### config.mk
export PLATFORM = sky130hd
export DESIGN_NAME = tag_reader_frame_decoder
export DESIGN_NICKNAME = d
export VERILOG_FILES = /design/src/rtl/trfd_pkg.sv /design/src/rtl/tag_reader_frame_decoder.sv /design/src/rtl/trfd_msg.sv
export SDC_FILE = /design/constraint.sdc
export NUM_CORES = 1
export LEC_CHECK = 0
export ABC_AREA = 0
export ABC_CLOCK_PERIOD_IN_PS = 14000
export BUFFER_PORTS_ARGS = -buffer_cell sky130_fd_sc_hd__buf_4
export CAP_MARGIN = 15
export CORE_MARGIN = 3
export CORE_UTILIZATION = 53
export CTS_CLUSTER_SIZE = 14
export DETAILED_ROUTE_END_ITERATION = 6
export PLACE_DENSITY = 0.71
export SLEW_MARGIN = 10
export SYNTH_ARGS = -nofsm -noshare
export SYNTH_HDL_FRONTEND = slang
export SYNTH_SLANG_ARGS = --single-unit
### constraint.sdc
create_clock -name clk_i -period 14 [get_ports clk_i]
set_input_delay 0.7 -clock clk_i [delete_from_list [all_inputs] [get_ports clk_i]]
set_output_delay 0.7 -clock clk_i [all_outputs]
set_load 0.03 [all_outputs]
### src/rtl/trfd_pkg.sv
`default_nettype none

package trfd_pkg;

  // Item kinds carried in tuser
  typedef enum logic [1:0] {
    KIND_BYTE      = 2'd0,
    KIND_TICK      = 2'd1,
    KIND_CLR_FRONT = 2'd2,
    KIND_CLR_REAR  = 2'd3
  } kind_e;

  // Channel named by the second message byte
  typedef enum logic [1:0] {
    CH_NONE  = 2'd0,
    CH_FRONT = 2'd1,
    CH_REAR  = 2'd2
  } chan_e;

  // Percent-escape progress
  typedef enum logic [1:0] {
    ESC_IDLE = 2'd0,
    ESC_HI   = 2'd1,
    ESC_LO   = 2'd2
  } esc_e;

  // Configuration register indexes
  localparam logic [1:0] CFG_TIMEOUT_LIMIT  = 2'd0;
  localparam logic [1:0] CFG_ID_UPPER_BOUND = 2'd1;
  localparam logic [1:0] CFG_PAYLOAD_START  = 2'd2;

  localparam int unsigned CFG_IDX_W  = 2;
  localparam int unsigned CFG_DATA_W = 16;

  // Register reset values
  localparam logic [7:0]  TIMEOUT_LIMIT_RST  = 8'd20;
  localparam logic [15:0] ID_UPPER_BOUND_RST = 16'd1200;
  localparam logic [7:0]  PAYLOAD_START_RST  = 8'd27;

  localparam int unsigned MAX_MSG_BYTES_DEF = 512;

  // Message characters
  localparam logic [7:0] ESC_CHAR = 8'h25; // '%'
  localparam logic [7:0] CHAR_F   = 8'h46;
  localparam logic [7:0] CHAR_R   = 8'h52;

  // First payload byte index, and byte index from which a message is long enough
  // to carry a tag ID (length above 25)
  localparam int unsigned FIRST_PAYLOAD_POS = 2;
  localparam int unsigned ID_MIN_LAST_POS   = 25;

  localparam int unsigned CAPTURE_DEPTH = 7;
  localparam int unsigned CAP_IDX_W     = 3;

  localparam int unsigned OUT_DATA_W = 48;

  // Result of a finished message, handed from the byte decoder to the status logic
  typedef struct packed {
    logic        fire;
    logic        rear;
    logic        tag_ok;
    logic [15:0] tag_id;
    logic [7:0]  tick;
  } finish_t;

  // Hex digit: bit 4 set when the byte is a digit, low bits its value
  function automatic logic [4:0] hex_digit(logic [7:0] b);
    logic [4:0] r;
    r = 5'd0;
    if (b >= 8'h30 && b <= 8'h39) begin
      r = {1'b1, 4'(b - 8'h30)};
    end else if (b >= 8'h61 && b <= 8'h66) begin
      r = {1'b1, 4'(b - 8'h57)};
    end else if (b >= 8'h41 && b <= 8'h46) begin
      r = {1'b1, 4'(b - 8'h37)};
    end
    return r;
  endfunction

endpackage

`default_nettype wire

### src/rtl/tag_reader_frame_decoder.sv
`default_nettype none

// Tag-reader frame decoder. Each slave word is one item, its kind in tuser: a message
// byte (tlast on the final byte), a timer tick, or a clear of the front or rear detect
// bit. Messages are a tick byte, a channel letter F or R, then payload that is
// percent-decoded from byte payload_start on; the tag ID is checked and latched when the
// message ends. Only a timer tick produces a master word, carrying the status of both
// channels; it sits in an output register in the cycle after the tick is taken. One item
// is taken every cycle while the output register is empty or being drained, since each
// item is handled by one pass of shallow logic into the state and result registers.
// Configuration writes take effect on the next edge and are meant for idle periods.
module tag_reader_frame_decoder import trfd_pkg::*; #(
  parameter int unsigned MAX_MESSAGE_BYTES = MAX_MSG_BYTES_DEF
) (
  input  wire logic                  clk_i,
  input  wire logic                  rst_ni,
  // config write port
  input  wire logic                  cfg_we_i,
  input  wire logic [CFG_IDX_W-1:0]  cfg_idx_i,
  input  wire logic [CFG_DATA_W-1:0] cfg_data_i,
  // slave side
  input  wire logic                  s_axis_tvalid_i,
  output logic                       s_axis_tready_o,
  input  wire logic [7:0]            s_axis_tdata_i,  // [7:0] data_byte
  input  wire logic                  s_axis_tlast_i,  // last_byte
  input  wire logic [1:0]            s_axis_tuser_i,  // [1:0] kind
  // master side
  output logic                       m_axis_tvalid_o,
  input  wire logic                  m_axis_tready_i,
  // [3:0] front_flags, [7:4] rear_flags, [23:8] front_tag_id, [39:24] rear_tag_id,
  // [40] front_connected, [41] rear_connected, [47:42] zero
  output logic [OUT_DATA_W-1:0]      m_axis_tdata_o
);

  logic [7:0]  timeout_limit_q;
  logic [15:0] id_upper_bound_q;
  logic [7:0]  payload_start_q;

  logic [7:0]  ctick_q [2];
  logic [7:0]  ctick_d [2];
  logic [7:0]  seen_q  [2];
  logic [7:0]  seen_d  [2];
  logic [7:0]  idle_q  [2];
  logic [7:0]  idle_d  [2];
  logic [7:0]  idle_n  [2];
  logic [15:0] id_q    [2];
  logic [15:0] id_d    [2];
  logic [1:0]  det_q, det_d;
  logic [1:0]  tmo_q, tmo_d;
  logic [1:0]  conn_q, conn_d;

  logic                  out_valid_q, out_valid_d;
  logic [OUT_DATA_W-1:0] out_data_q, out_data_d;

  logic    in_acc;
  kind_e   kind;
  finish_t fin;

  assign s_axis_tready_o = !out_valid_q || m_axis_tready_i;
  assign in_acc          = s_axis_tvalid_i && s_axis_tready_o;
  assign kind            = kind_e'(s_axis_tuser_i);

  trfd_msg #(
    .MAX_MESSAGE_BYTES(MAX_MESSAGE_BYTES)
  ) u_msg (
    .clk_i           (clk_i),
    .rst_ni          (rst_ni),
    .byte_en_i       (in_acc && kind == KIND_BYTE),
    .data_i          (s_axis_tdata_i),
    .last_i          (s_axis_tlast_i),
    .payload_start_i (payload_start_q),
    .id_upper_bound_i(id_upper_bound_q),
    .fin_o           (fin)
  );

  // Configuration registers
  always_ff @(posedge clk_i or negedge rst_ni) begin
    if (!rst_ni) begin
      timeout_limit_q  <= TIMEOUT_LIMIT_RST;
      id_upper_bound_q <= ID_UPPER_BOUND_RST;
      payload_start_q  <= PAYLOAD_START_RST;
    end else if (cfg_we_i) begin
      unique case (cfg_idx_i)
        CFG_TIMEOUT_LIMIT:  timeout_limit_q  <= cfg_data_i[7:0];
        CFG_ID_UPPER_BOUND: id_upper_bound_q <= cfg_data_i[15:0];
        CFG_PAYLOAD_START:  payload_start_q  <= cfg_data_i[7:0];
        default: ;
      endcase
    end
  end

  // Channel status: message end, tick timeout tracking, detect clears
  always_comb begin
    ctick_d = ctick_q;
    seen_d  = seen_q;
    idle_d  = idle_q;
    id_d    = id_q;
    det_d   = det_q;
    tmo_d   = tmo_q;
    conn_d  = conn_q;
    for (int c = 0; c < 2; c++) begin
      if (seen_q[c] == ctick_q[c]) begin
        idle_n[c] = (idle_q[c] == 8'hFF) ? idle_q[c] : idle_q[c] + 8'd1;
      end else begin
        idle_n[c] = 8'd0;
      end
    end
    if (in_acc) begin
      unique case (kind)
        KIND_BYTE: begin
          for (int c = 0; c < 2; c++) begin
            if (fin.fire && fin.rear == 1'(c)) begin
              ctick_d[c] = fin.tick;
              conn_d[c]  = 1'b1;
              if (fin.tag_ok) begin
                det_d[c] = 1'b1;
                id_d[c]  = fin.tag_id;
              end
            end
          end
        end
        KIND_TICK: begin
          for (int c = 0; c < 2; c++) begin
            seen_d[c] = ctick_q[c];
            if (idle_n[c] >= timeout_limit_q) begin
              idle_d[c] = timeout_limit_q;
              tmo_d[c]  = 1'b1;
              conn_d[c] = 1'b0;
            end else begin
              idle_d[c] = idle_n[c];
              tmo_d[c]  = 1'b0;
            end
          end
        end
        KIND_CLR_FRONT: det_d[0] = 1'b0;
        KIND_CLR_REAR:  det_d[1] = 1'b0;
        default: ;
      endcase
    end
  end

  // Output register: loaded on a tick, drained by the master side
  always_comb begin
    out_valid_d = out_valid_q;
    out_data_d  = out_data_q;
    if (in_acc && kind == KIND_TICK) begin
      out_valid_d = 1'b1;
      out_data_d  = {6'd0, conn_d[1], conn_d[0], id_d[1], id_d[0],
                     1'b0, tmo_d[1], 1'b0, det_d[1],
                     1'b0, tmo_d[0], 1'b0, det_d[0]};
    end else if (m_axis_tready_i) begin
      out_valid_d = 1'b0;
    end
  end

  always_ff @(posedge clk_i or negedge rst_ni) begin
    if (!rst_ni) begin
      for (int c = 0; c < 2; c++) begin
        ctick_q[c] <= 8'd0;
        seen_q[c]  <= 8'd0;
        idle_q[c]  <= 8'd0;
        id_q[c]    <= 16'd0;
      end
      det_q       <= 2'd0;
      tmo_q       <= 2'd0;
      conn_q      <= 2'd0;
      out_valid_q <= 1'b0;
    end else begin
      ctick_q     <= ctick_d;
      seen_q      <= seen_d;
      idle_q      <= idle_d;
      id_q        <= id_d;
      det_q       <= det_d;
      tmo_q       <= tmo_d;
      conn_q      <= conn_d;
      out_valid_q <= out_valid_d;
    end
  end

  always_ff @(posedge clk_i) begin
    out_data_q <= out_data_d;
  end

  assign m_axis_tvalid_o = out_valid_q;
  assign m_axis_tdata_o  = out_data_q;

endmodule

`default_nettype wire

### src/rtl/trfd_msg.sv
`default_nettype none

module trfd_msg import trfd_pkg::*; #(
  parameter int unsigned MAX_MESSAGE_BYTES = MAX_MSG_BYTES_DEF
) (
  input  wire logic        clk_i,
  input  wire logic        rst_ni,
  input  wire logic        byte_en_i,
  input  wire logic [7:0]  data_i,
  input  wire logic        last_i,
  input  wire logic [7:0]  payload_start_i,
  input  wire logic [15:0] id_upper_bound_i,
  output finish_t          fin_o
);

  localparam int unsigned PosW = $clog2(MAX_MESSAGE_BYTES + 1);
  localparam int unsigned CmpW = (PosW > 8) ? PosW : 8;

  logic [PosW-1:0]      pos_q, pos_d;
  chan_e                chan_q, chan_d;
  logic [7:0]           tick_q, tick_d;
  esc_e                 phase_q, phase_d;
  logic [7:0]           acc_q, acc_d;
  logic                 hvalid_q, hvalid_d;
  logic [CAP_IDX_W-1:0] idx_q, idx_d;
  logic                 ended_q, ended_d;
  logic [7:0]           cap_q [CAPTURE_DEPTH];
  logic [7:0]           cap_d [CAPTURE_DEPTH];

  logic       clear;
  logic       store_en;
  logic [7:0] store_val;
  logic [4:0] hv;
  logic [31:0] id;

  assign hv = hex_digit(data_i);

  // Byte step: header, zero terminator, percent decoding, final flush
  always_comb begin
    pos_d     = pos_q;
    chan_d    = chan_q;
    tick_d    = tick_q;
    phase_d   = phase_q;
    acc_d     = acc_q;
    hvalid_d  = hvalid_q;
    ended_d   = ended_q;
    clear     = 1'b0;
    store_en  = 1'b0;
    store_val = acc_q;
    if (byte_en_i) begin
      priority if (pos_q == '0) begin
        tick_d   = data_i;
        chan_d   = CH_NONE;
        phase_d  = ESC_IDLE;
        acc_d    = 8'd0;
        hvalid_d = 1'b0;
        ended_d  = 1'b0;
        clear    = 1'b1;
      end else if (pos_q == PosW'(1)) begin
        chan_d = (data_i == CHAR_F) ? CH_FRONT : (data_i == CHAR_R) ? CH_REAR : CH_NONE;
      end else if (!ended_q && pos_q < PosW'(MAX_MESSAGE_BYTES)) begin
        if (data_i == 8'd0) begin
          // zero byte ends the payload, keeping any partial escape
          if (phase_q != ESC_IDLE) begin
            store_en  = 1'b1;
            store_val = acc_q;
          end
          phase_d = ESC_IDLE;
          ended_d = 1'b1;
        end else if (CmpW'(pos_q) >= CmpW'(payload_start_i)) begin
          if (phase_q == ESC_IDLE) begin
            if (data_i == ESC_CHAR) begin
              phase_d  = ESC_HI;
              acc_d    = 8'd0;
              hvalid_d = 1'b1;
            end else begin
              store_en  = 1'b1;
              store_val = data_i;
            end
          end else begin
            // only leading hex digits count
            if (hvalid_q && hv[4]) begin
              acc_d = {acc_q[3:0], hv[3:0]};
            end else begin
              hvalid_d = 1'b0;
            end
            if (phase_q == ESC_LO) begin
              store_en  = 1'b1;
              store_val = acc_d;
              phase_d   = ESC_IDLE;
            end else begin
              phase_d = ESC_LO;
            end
          end
        end
      end else begin
        // payload already ended or message past the length cap: nothing decoded
      end
      if (last_i) begin
        // escape cut short by the end of the message
        if (phase_d != ESC_IDLE) begin
          store_en  = 1'b1;
          store_val = acc_d;
          phase_d   = ESC_IDLE;
        end
        pos_d = '0;
      end else if (pos_q < PosW'(MAX_MESSAGE_BYTES)) begin
        pos_d = pos_q + PosW'(1);
      end
    end
  end

  // Capture of the first decoded bytes
  always_comb begin
    idx_d = idx_q;
    if (clear) begin
      idx_d = '0;
    end else if (store_en && idx_q < CAP_IDX_W'(CAPTURE_DEPTH)) begin
      idx_d = idx_q + CAP_IDX_W'(1);
    end
    for (int i = 0; i < CAPTURE_DEPTH; i++) begin
      if (clear) begin
        cap_d[i] = 8'd0;
      end else if (store_en && idx_q == CAP_IDX_W'(i)) begin
        cap_d[i] = store_val;
      end else begin
        cap_d[i] = cap_q[i];
      end
    end
  end

  // Tag ID: Open32 layout when the low six bits of byte 1 are all set
  always_comb begin
    id[21:0] = {cap_d[2], cap_d[3], cap_d[4][7:2]};
    if (cap_d[1][5:0] == 6'h3F) begin
      id[31:22] = {cap_d[0], cap_d[1][7:6]};
    end else begin
      id[31:22] = {4'd0, cap_d[1][5:0]};
    end
  end

  always_comb begin
    fin_o.fire   = byte_en_i && last_i && (chan_d == CH_FRONT || chan_d == CH_REAR);
    fin_o.rear   = (chan_d == CH_REAR);
    fin_o.tag_ok = (pos_q >= PosW'(ID_MIN_LAST_POS)) && (id[31:16] == 16'd0) &&
                   (id[15:0] != 16'd0) && (id[15:0] < id_upper_bound_i);
    fin_o.tag_id = id[15:0];
    fin_o.tick   = tick_d;
  end

  always_ff @(posedge clk_i or negedge rst_ni) begin
    if (!rst_ni) begin
      pos_q    <= '0;
      chan_q   <= CH_NONE;
      tick_q   <= 8'd0;
      phase_q  <= ESC_IDLE;
      acc_q    <= 8'd0;
      hvalid_q <= 1'b0;
      idx_q    <= '0;
      ended_q  <= 1'b0;
      for (int i = 0; i < CAPTURE_DEPTH; i++) begin
        cap_q[i] <= 8'd0;
      end
    end else begin
      pos_q    <= pos_d;
      chan_q   <= chan_d;
      tick_q   <= tick_d;
      phase_q  <= phase_d;
      acc_q    <= acc_d;
      hvalid_q <= hvalid_d;
      idx_q    <= idx_d;
      ended_q  <= ended_d;
      for (int i = 0; i < CAPTURE_DEPTH; i++) begin
        cap_q[i] <= cap_d[i];
      end
    end
  end

endmodule

`default_nettype wire
; ---- Yosys cells after proc, flatten, opt, wreduce, memory -nomap -nowiden
; Index checks and enable logic that the tools add are counted.
; W data, S select, Z words.
[totals]
ff_bits = 230
inputBits = 34
output_inout_bits = 50
wordCells = 237
[op_classes]
n_addsub = 7
order_cmp = 13
n_eq_ne = 25
muxes = 112
n_bitwise = 1
reduce_logical = 50
[op_table]
columns = cell, n
row1 = $mux W8, 37
row2 = $mux W16, 4
row3 = $mux W32, 2
row4 = $mux W2, 20
row5 = $mux W1, 38
row6 = $mux W10, 3
row7 = $logic_and A1 B1 Y1, 21
row8 = $add A8 B1 Y8 const B, 2
row9 = $eq A8 B7 Y1 const B, 2
row10 = $eq A8 B8 Y1, 2
row11 = $eq A8 B8 Y1 const B, 2
row12 = $ge A8 B7 Y1 const B, 2
row13 = $ge A8 B8 Y1, 2
row14 = $le A8 B7 Y1 const B, 2
row15 = $logic_not A16 Y1, 1
row16 = $lt A16 B16 Y1, 1
row17 = $reduce_bool A16 Y1, 1
row18 = $reduce_bool A2 Y1, 8
row19 = $mux W5, 3
row20 = $add A10 B1 Y10 const B, 1
row21 = $eq A10 B1 Y1 const B, 1
row22 = $eq A2 B2 Y1 const B, 5
row23 = $ge A10 B5 Y1 const B, 1
row24 = $ge A10 B8 Y1, 1
row25 = 30 further kinds, 46

; ---- Depth between registers and ports, before layout
; Gate-level depths: netlist of run 1.
[depth]
depth_word = 29
ltp_mapped = 27
mapped_depth_nobuf = 24

; ---- Modules after synthesis
; From an unflattened synthesis of run 1, not the netlist that was laid out.
[unflattened]
cells_unflattened = 1178
area_unflattened_um2 = 12368.1
[by_module_without_submodules]
columns = mod, instances, cells_each, area_each_um2, seq_area_each_um2
row1 = tag_reader_frame_decoder, 1, 556, 6999.2, 4131.5
row2 = trfd_msg, 1, 622, 5368.9, 1826.8

; ---- Worst setup path after synthesis of run 1
; OpenSTA, ideal clock, no wires.
[synth_timing]
path_kind = in2reg
start = input port s_axis_tdata_i[1]
end = register out_data_q[31] (netlist: m_axis_tdata_o[31]) (data pin)
setup_ps = 262
t_arrival_ps = 5414
t_required_ps = 13738
setup_slack_ps = 8324
cell_stages = 26
n_path_buf = 2
path_cell_list = inv_1 ha_1 nand4b_1 or3_4 or2_4 a211oi_4 a21oi_2 buf_6 inv_2 mux2i_1 nor2_1 a21oi_1 nor2_1 ha_1 a21o_1 a21o_1 a21oi_1 nor2_1 nor3_1 nand3_1 o2bb2ai_1 o21ai_0 nor4_2 nand4_4 buf_12 mux2_4
[synth_rtl]
columns = element, line_no
row1 = from (decl), tag_reader_frame_decoder.sv:24  ; input wire logic [7:0] s_axis_tdata_i,
row2 = to (signal assigned), tag_reader_frame_decoder.sv:181  ; out_data_q <= out_data_d;
row3 = to (decl), tag_reader_frame_decoder.sv:53  ; logic [OUT_DATA_W-1:0] out_data_q, out_data_d;

==> key figures, run 1 <==
Finish
  • Area growth from synthesis to layout: 13.1%
  • Utilization after layout: 0.612
  • Fill cells: ~1,900
  • Share of cells above drive strength 1: 0.209
  • Ant diodes: 0
  • Non-filler cells, final: around 1,600
  • Layout net count: between 1,000 and 1,500

Synthesis
  • Top cell type by total area after synthesis: dfrtp_1
  • Register bit total from synthesis: 230
  • Yosys warns: 0
  • Synth unique cells: around 100
  • Post-Syn Instances: about 1,200
  • Synth Flop Type: dfrtp_1
  • Sequential-to-total area share from yosys stat: 0.483
  • Area contributors post-synth: dfrtp_1 (37%), edfxtp_1 (9.3%), ha_1 (6.0%)
  • Mapped cell area: ~0.012 mm^2
  • Syn_area_per_cell: approximately 11 um^2
  • Ys async rst share: 0.835
  • Synth top area share: 0.369
  • Post-synth EDFFs: 38

Power and ir drop
  • Gate power share: 0.250
  • Switching Share: 0.317
  • Int Pwr: 0.00134 W
  • P_sw: ~0.00062 W
  • Clk pwr share: 0.331
  • Power consumption: between 0.0015 and 0.002 W
  • Leakage: ~6.5 nW
  • Peak supply drop: ~110 uV
  • Seq pwr share: 0.419
  • PwrDens: roughly 140 mW/mm^2

Setup path
  • R2R setup slack: approximately 6800 ps
  • Top cell by count, worst path: a21oi_1
  • Critical Path Start Type: flop
  • Worst setup EP type: flop
  • Critical path type: reg -> reg
  • Worst r2r src: u_msg.pos_q[0]$_DFFE_PN0P_
  • Worst EP required: 14,280 ps
  • Arrival time at the worst endpoint: around 7400 ps
  • Crit path max fanout: 17
  • Critical R2R Capture: m_axis_tdata_o[31]$_DFFE_PP_
  • Reg2reg path depth: 22
  • Worst-path cell chain: inv_1 > ha_1 > or3b_2 > o2111ai_1 > a21oi_1 > o21ai_1 > o31ai_1 > a21oi_1 > nand3_1 > a21oi_1 > ha_1 > a21o_1 > a21o_1 > a21oi_1 > nor3_1 > nor3_1 > nand3_1 > o2bb2ai_1 > o21ai_0 > nor4_2 > nand4_4 > mux2_4
  • Crit path largest cell delay: roughly 800 ps
  • Slowest cell on the critical path: a21oi_1

Timing
  • Max Clock Freq: between 100 and 150 MHz
  • Worst slew pin tran: 1210 ps
  • Hold Violations, Final: 0
  • Min Tclk post-route: ~7200 ps
  • Setup TNS: 0 ps
  • Post-route clock period utilization: 0.511
  • Final setup violation count: 0
  • Final setup margin: about 6800 ps
  • Max Slew Vio Count: 0
  • Clock skew: roughly 15 ps
  • Max-Slew Margin vs Limit: 0.194
  • RSZ-0062 raised after global routing: no

Routing
  • Post-Route WL: approximately 30 mm
  • WL per Instance: a little under 20 um
  • Final ANT Viol Nets: 0
  • Drt first-iter violations: between 700 and 800
  • Vias: 9,174
  • Vias/cell: 5.89
  • 1st-pass router iterations: 7
  • Drc violations: 0

Clock tree
  • Hold buffers post-CTS: 0
  • CTS root buffer: clkbuf_16
  • Post-cts resize count: 0
  • Clock sink total: 230
  • Worst-skew pair later-pin latency: ~540 ps
  • CTS tree: done
  • Clock-pin transition on the worst setup and hold timing paths: about 60 ps
  • CTS max path bufs: 3
  • TritonCTS buffer count: 25
  • H-tree Lvls: 1
  • # Post-CTS Setup Buffers: 0

Floorplanning
  • Full die area: around 0.025 mm^2
  • Initial core utilization: 0.541
  • Core area: ~0.023 mm^2
  • I/O pin total: 84
  • Die H: between 150 and 200 um
  • Die Wd: approximately 160 um
  • Site Rows: 55

GRT
  • First-pass GRT wire length: approximately 48 mm
  • Initial antenna violation count: 0
  • Congestion Overflow GR: 0
  • Total GRT Usage: 0.239
  • Largest net degree at the start of global routing: 75
  • Number of global-route vias before repair: 8,918

Placed design
  • Worst slack, placed: 6870 ps
  • RePlAce Congestion: just over 0.9
  • DP Cell Count: 1,511
  • # port buffers: 73
  • Hpwl dp: 21.1 mm

Flow run
  • Max-cap viol count: 0

Run status
  • Status: completed

Min path
  • Hold Crit Class: in -> async
-- power groups by stage --
stage	registers, W	logic [W]	clock network, W
after floorplan	0.000819	0.000367	0
after global placement	0.000831	0.000473	0
after detailed placement	0.000834	0.000486	0
after CTS	0.000822	0.000492	0.000664
after global routing	0.000834	0.000559	0.000692
final	0.000824	0.000491	0.000651
-- cells in the final DEF, fill, tap and decap left out, drive strengths merged, types with 4 or more instances in the layout --
cell / synthesis / layout
dfrtp: 182 / 182
a32oi: 5 / 5
mux2: 75 / 75
nor3: 23 / 23
nand2b: 12 / 12
nor2b: 8 / 8
or3: 9 / 9
conb: 1 / 10
a21boi: 4 / 4
a21o: 8 / 8
clkinv: 0 / 10
ha: 59 / 59
o21ai: 87 / 87
mux2i: 36 / 36
and3: 13 / 13
nor2: 92 / 92
o22ai: 6 / 6
a31oi: 11 / 11
and2: 4 / 4
buf: 25 / 87
o211ai: 6 / 6
nand2: 89 / 89
a211oi: 17 / 17
or2: 10 / 10
clkbuf: 29 / 33
nor4: 11 / 11
xor2: 24 / 24
a21oi: 74 / 74
inv: 60 / 60
edfxtp: 38 / 38
a22o: 4 / 4
o31ai: 6 / 6
dfstp: 10 / 10
nand4: 18 / 18
nor4b: 5 / 5
nand3: 31 / 31
-- synth_stat cells (all sizes together) (10+ instances only) --
library cell and n:
nor2 92, o21ai 87, a31oi 11, edfxtp 38
nand2 89, or2 10, ha 59, a211oi 17
nand2b 12, buf 25, nor3 23, clkbuf 29
xor2 24, mux2 75, nand3 31, mux2i 36
dfrtp 182, a21oi 74, and3 13, dfstp 10
nor4 11, inv 60, nand4 18
-- layout make-up --
type                            instances  area, um^2  share of cell area
Clock buffer                           32         673              0.0483
Clock inverter                         14         139             0.00996
Inverter                               60         225              0.0162
Multi-Input combinational cell        820        5890               0.422
Sequential cell                       230        5960               0.427
Tap cell                              313         392              0.0281
Timing Repair Buffer                   88         667              0.0478
-- per-layer routing --
| metal | vias to the layer above | GRT usage | part of all wire |
|---|---|---|---|
| met2 | 289 | 0.383 | 0.46 |
| met5 | - | 0 | 0 |
| li1 | 4326 | - | - |
| met4 | 0 | 0.0467 | 0.017 |
| met3 | 46 | 0.0329 | 0.055 |
| met1 | 4513 | 0.353 | 0.46 |
-- cells by family after synthesis --
| logic type | count (synthesis) | share of synthesized area |
|---|---|---|
| other | 1 | 0.000304 |
| XOR/XNOR | 25 | 0.0178 |
| flip-flops | 230 | 0.483 |
| multiplexers | 111 | 0.103 |
| buffers and inverters | 114 | 0.0425 |
| adder cells (fa/ha/maj) | 59 | 0.0599 |
| AO/OA/AOI/OAI | 274 | 0.150 |
| AND/OR/NAND/NOR | 341 | 0.143 |
-- critical path: cells and delay by family, from the launching register on --
kind            cells  cell delay (ps)
fa+ha+maj           2              660
mux                 1              460
flops               1              480
buf+inv             1              140
compound gates     11             3260
simple gates        7             1880
-- metrics by stage --
step / cell area [um^2] / hold WS [ps]
4_1_cts: 13900 / 208
3_3_place_gp: 13100 / 458
6_report: 13900 / 184
5_1_grt: 13900 / 227
3_5_place_dp: 13100 / 466
2_1_floorplan: 12400 / 404
-- sequential cells by signal, summed over array words and instances (netlist names), 3 cells and up --
| register | count |
|---|---|
| u_msg.acc_q | 8 |
| ctick_q | 16 |
| m_axis_tdata_o | 38 |
| u_msg.tick_q | 8 |
| idle_q | 16 |
| seen_q | 16 |
| u_msg.pos_q | 10 |
| id_q | 32 |
| timeout_limit_q | 8 |
| payload_start_q | 8 |
| u_msg.idx_q | 3 |
| id_upper_bound_q | 16 |
| u_msg.cap_q | 38 |
-- how the worst max path moves through the flow --
stage / startpoint / endpoint / slack, ps / cells after the start
after floorplan: s_axis_tdata_i[1] / m_axis_tdata_o[31]$_DFFE_PP_ / 8320 / 26
after global placement: s_axis_tdata_i[1] / m_axis_tdata_o[31]$_DFFE_PP_ / 7150 / 23
after detailed placement: s_axis_tdata_i[1] / m_axis_tdata_o[35]$_DFFE_PP_ / 6870 / 23
after CTS: u_msg.pos_q[0]$_DFFE_PN0P_ / m_axis_tdata_o[31]$_DFFE_PP_ / 6990 / 22
after global routing: u_msg.pos_q[5]$_DFFE_PN0P_ / m_axis_tdata_o[35]$_DFFE_PP_ / 6390 / 21
final: u_msg.pos_q[0]$_DFFE_PN0P_ / m_axis_tdata_o[31]$_DFFE_PP_ / 6840 / 22
Note: power is estimated with default switching activity, not from simulation.
==> run 2: changes to the inputs <==
Settings changed: ABC_CLOCK_PERIOD_IN_PS 14000 to 6030, PLACE_DENSITY 0.71 to 0.74.
Clock period 14 ns to 6.03 ns, I/O delays scaled along.
==> run 2 against run 1 <==
Worst hold slack got worse by 170 ps. Routed wire length increased by 5.8%. Sequential share of layout area decreased by 1.3 points. Maximum frequency increased by 27%. Power increased by 140%. Non-clock buffer count increased by 39. Count of clock-buffer cells in the layout increased by 2. Utilization increased by 1.9 points. Clock power increased to 2.6 times the previous value. Via count increased by 2.9%. First-iteration DRC count increased by 17%. Cell count increased by 2.5%.
==> key figures, run 2 (synthesis results as in run 1) <==
Run status
  • Status: completed

Power and ir drop
  • Leakage: around 7 nW
  • Seq pwr share: 0.399
  • Power consumption: 0.00478 W
  • Int Pwr: roughly 0.0033 W
  • Peak supply drop: ~280 uV
  • Switching Share: 0.311
  • P_sw: approximately 0.0015 W
  • Clk pwr share: 0.350
  • Gate power share: 0.251
  • PwrDens: 332 mW/mm^2

Placed design
  • # port buffers: between 70 and 80
  • Hpwl dp: between 20 and 25 mm
  • RePlAce Congestion: between 0.9 and 1
  • DP Cell Count: 1,540
  • Placed Instance Area: approximately 0.013 mm^2

Floorplanning
  • Die H: between 150 and 200 um
  • I/O pin total: 84
  • Die Wd: ~160 um
  • Core area: around 0.023 mm^2
  • Initial core utilization: 0.541
  • Site Rows: 55
  • Full die area: 0.0251 mm^2

GRT
  • Largest net degree at the start of global routing: 120
  • First-pass GRT wire length: 50.8 mm
  • Number of global-route vias before repair: approximately 9,500
  • Congestion Overflow GR: 0
  • Total GRT Usage: 0.254
  • Initial antenna violation count: 0

Finish
  • Area growth from synthesis to layout: 16.7%
  • Non-filler cells, final: approximately 1,600
  • Most common cell after layout, fill and taps aside: dfrtp_1
  • Ant diodes: 0
  • Most frequent cells in the layout: dfrtp_1 (182), buf_4 (118), nand2_1 (89), nor2_1 (86), o21ai_0 (76)
  • Final Cell Area: 0.0144 mm^2
  • Share of cells above drive strength 1: 0.239
  • Layout net count: around 1,400

Routing
  • 1st-pass router iterations: 7
  • Final ANT Viol Nets: 0
  • Vias/cell: between 5 and 6
  • Drt first-iter violations: around 830
  • WL per Instance: approximately 20 um
  • Drc violations: 0
  • Vias: around 9,400
  • Post-Route WL: around 32 mm

Clock tree
  • H-tree Lvls: 1
  • Clock-pin transition on the worst setup and hold timing paths: about 60 ps
  • CTS tree: done
  • TritonCTS buffer count: 25
  • CTS max path bufs: 3
  • Clock sink total: 230
  • CTS root buffer: clkbuf_16
  • Worst-skew pair later-pin latency: approximately 540 ps

Timing
  • Min Tclk post-route: about 5600 ps
  • Max-Slew Margin vs Limit: 0.211
  • Hold Violations, Final: 0
  • Max Clock Freq: roughly 180 MHz
  • Clock skew: 12.1 ps
  • Worst slew pin tran: approximately 1200 ps
  • Final setup violation count: 0
  • Post-route clock period utilization: 0.936
  • Max Slew Vio Count: 0
  • Min Hold Slack: 15.0 ps

Setup path
  • Worst Setup SP: u_msg.pos_q[5]$_DFFE_PN0P_
  • Worst EP required: between 6000 and 7000 ps
  • CP endpoint: m_axis_tdata_o[38]$_DFFE_PP_
  • Worst r2r src: u_msg.pos_q[5]$_DFFE_PN0P_
  • Critical path type: reg -> reg
  • Reg2reg path depth: 25
  • R2R setup slack: slightly below 400 ps
  • Slowest cell on the critical path: dfrtp_1
  • Critical R2R Capture: m_axis_tdata_o[38]$_DFFE_PP_
  • Worst setup EP type: flop
  • Arrival time at the worst endpoint: approximately 5900 ps
  • Crit path max fanout: 17
  • Critical Path Start Type: flop
  • Crit path largest cell delay: between 400 and 500 ps

Flow run
  • Max-cap viol count: 0

Min path
  • Hold Crit Class: in -> reg
[run 2: changes by cell type in the layout (fill, tap and decap cells not counted), moves of 2 or more]
cell           delta
nor2_1            -2
dlygate4sd3_1     +8
buf_4            +31
clkbuf_8          +5
clkbuf_1          -3
clkinv_1          -5
nor2_2            +2
bufinv_16         +2
[run 2: critical path: cells and delay by family (launching register included)]
kind	cells	cell delay, ps
buffers and inverters	3	570
AO/OA/AOI/OAI	10	2090
adder cells (fa/ha/maj)	2	690
flip-flops	1	470
multiplexers	2	530
AND/OR/NAND/NOR	8	1050
[run 2: through the flow]
step           setup slack, ps  utilization  setup TNS (ps)
2_1_floorplan              361            -               0
3_3_place_gp               209        0.586               0
3_5_place_dp               150        0.586               0
4_1_cts                    101        0.630               0
5_1_grt                  -39.5        0.631            -481
6_report                   385        0.631               0
[run 2: cell type report]
| cell class | instances | area, um^2 |
|---|---|---|
| fillers | 1829 | 8390 |
| flip-flops and latches | 230 | 5960 |
| multi-input cells | 820 | 5920 |
| repair buffers | 127 | 980 |
| clock buffers | 34 | 731 |
| well taps | 313 | 392 |
| inverters | 60 | 225 |
| clock inverters | 12 | 181 |
[run 2: power groups by stage]
stage | registers [W] | clock network, W | logic, W
floorplan | 0.00190 | 0 | 0.000851
global placement | 0.00192 | 0 | 0.00113
detailed placement | 0.00193 | 0 | 0.00117
CTS | 0.00191 | 0.00170 | 0.00119
global route | 0.00193 | 0.00177 | 0.00135
finish | 0.00191 | 0.00167 | 0.00120
[run 2: routing by layer]
layer / share of wire / wire length, um / GRT usage / vias up
met4: 0.027 / 861 / 0.0791 / 0
met1: 0.44 / 13900 / 0.356 / 4671
met5: 0 / 0 / 0 / -
li1: - / - / - / 4391
met2: 0.47 / 14900 / 0.403 / 311
met3: 0.063 / 1990 / 0.0484 / 63
[run 2: how the worst min path moves through the flow]
stage	start	end	depth (start not counted)
4_1_cts	cfg_data_i[8]	id_upper_bound_q[8]$_DFFE_PN0P_	2
3_3_place_gp	u_msg.chan_q[0]$_DFF_PN0_	u_msg.chan_q[0]$_DFF_PN0_	2
2_1_floorplan	rst_ni	conn_q[0]$_DFF_PN0_	0
6_report	cfg_data_i[8]	id_upper_bound_q[8]$_DFFE_PN0P_	2
5_1_grt	cfg_data_i[8]	id_upper_bound_q[8]$_DFFE_PN0P_	2
3_5_place_dp	u_msg.chan_q[0]$_DFF_PN0_	u_msg.chan_q[0]$_DFF_PN0_	2
[run 2: what timing repair did]
action	4_1_cts	5_1_grt
resized for setup	0	10
buffers inserted	0	2
endpoints found under the setup margin	0	68
hold endpoints to repair	114	0
hold buffers	8	0
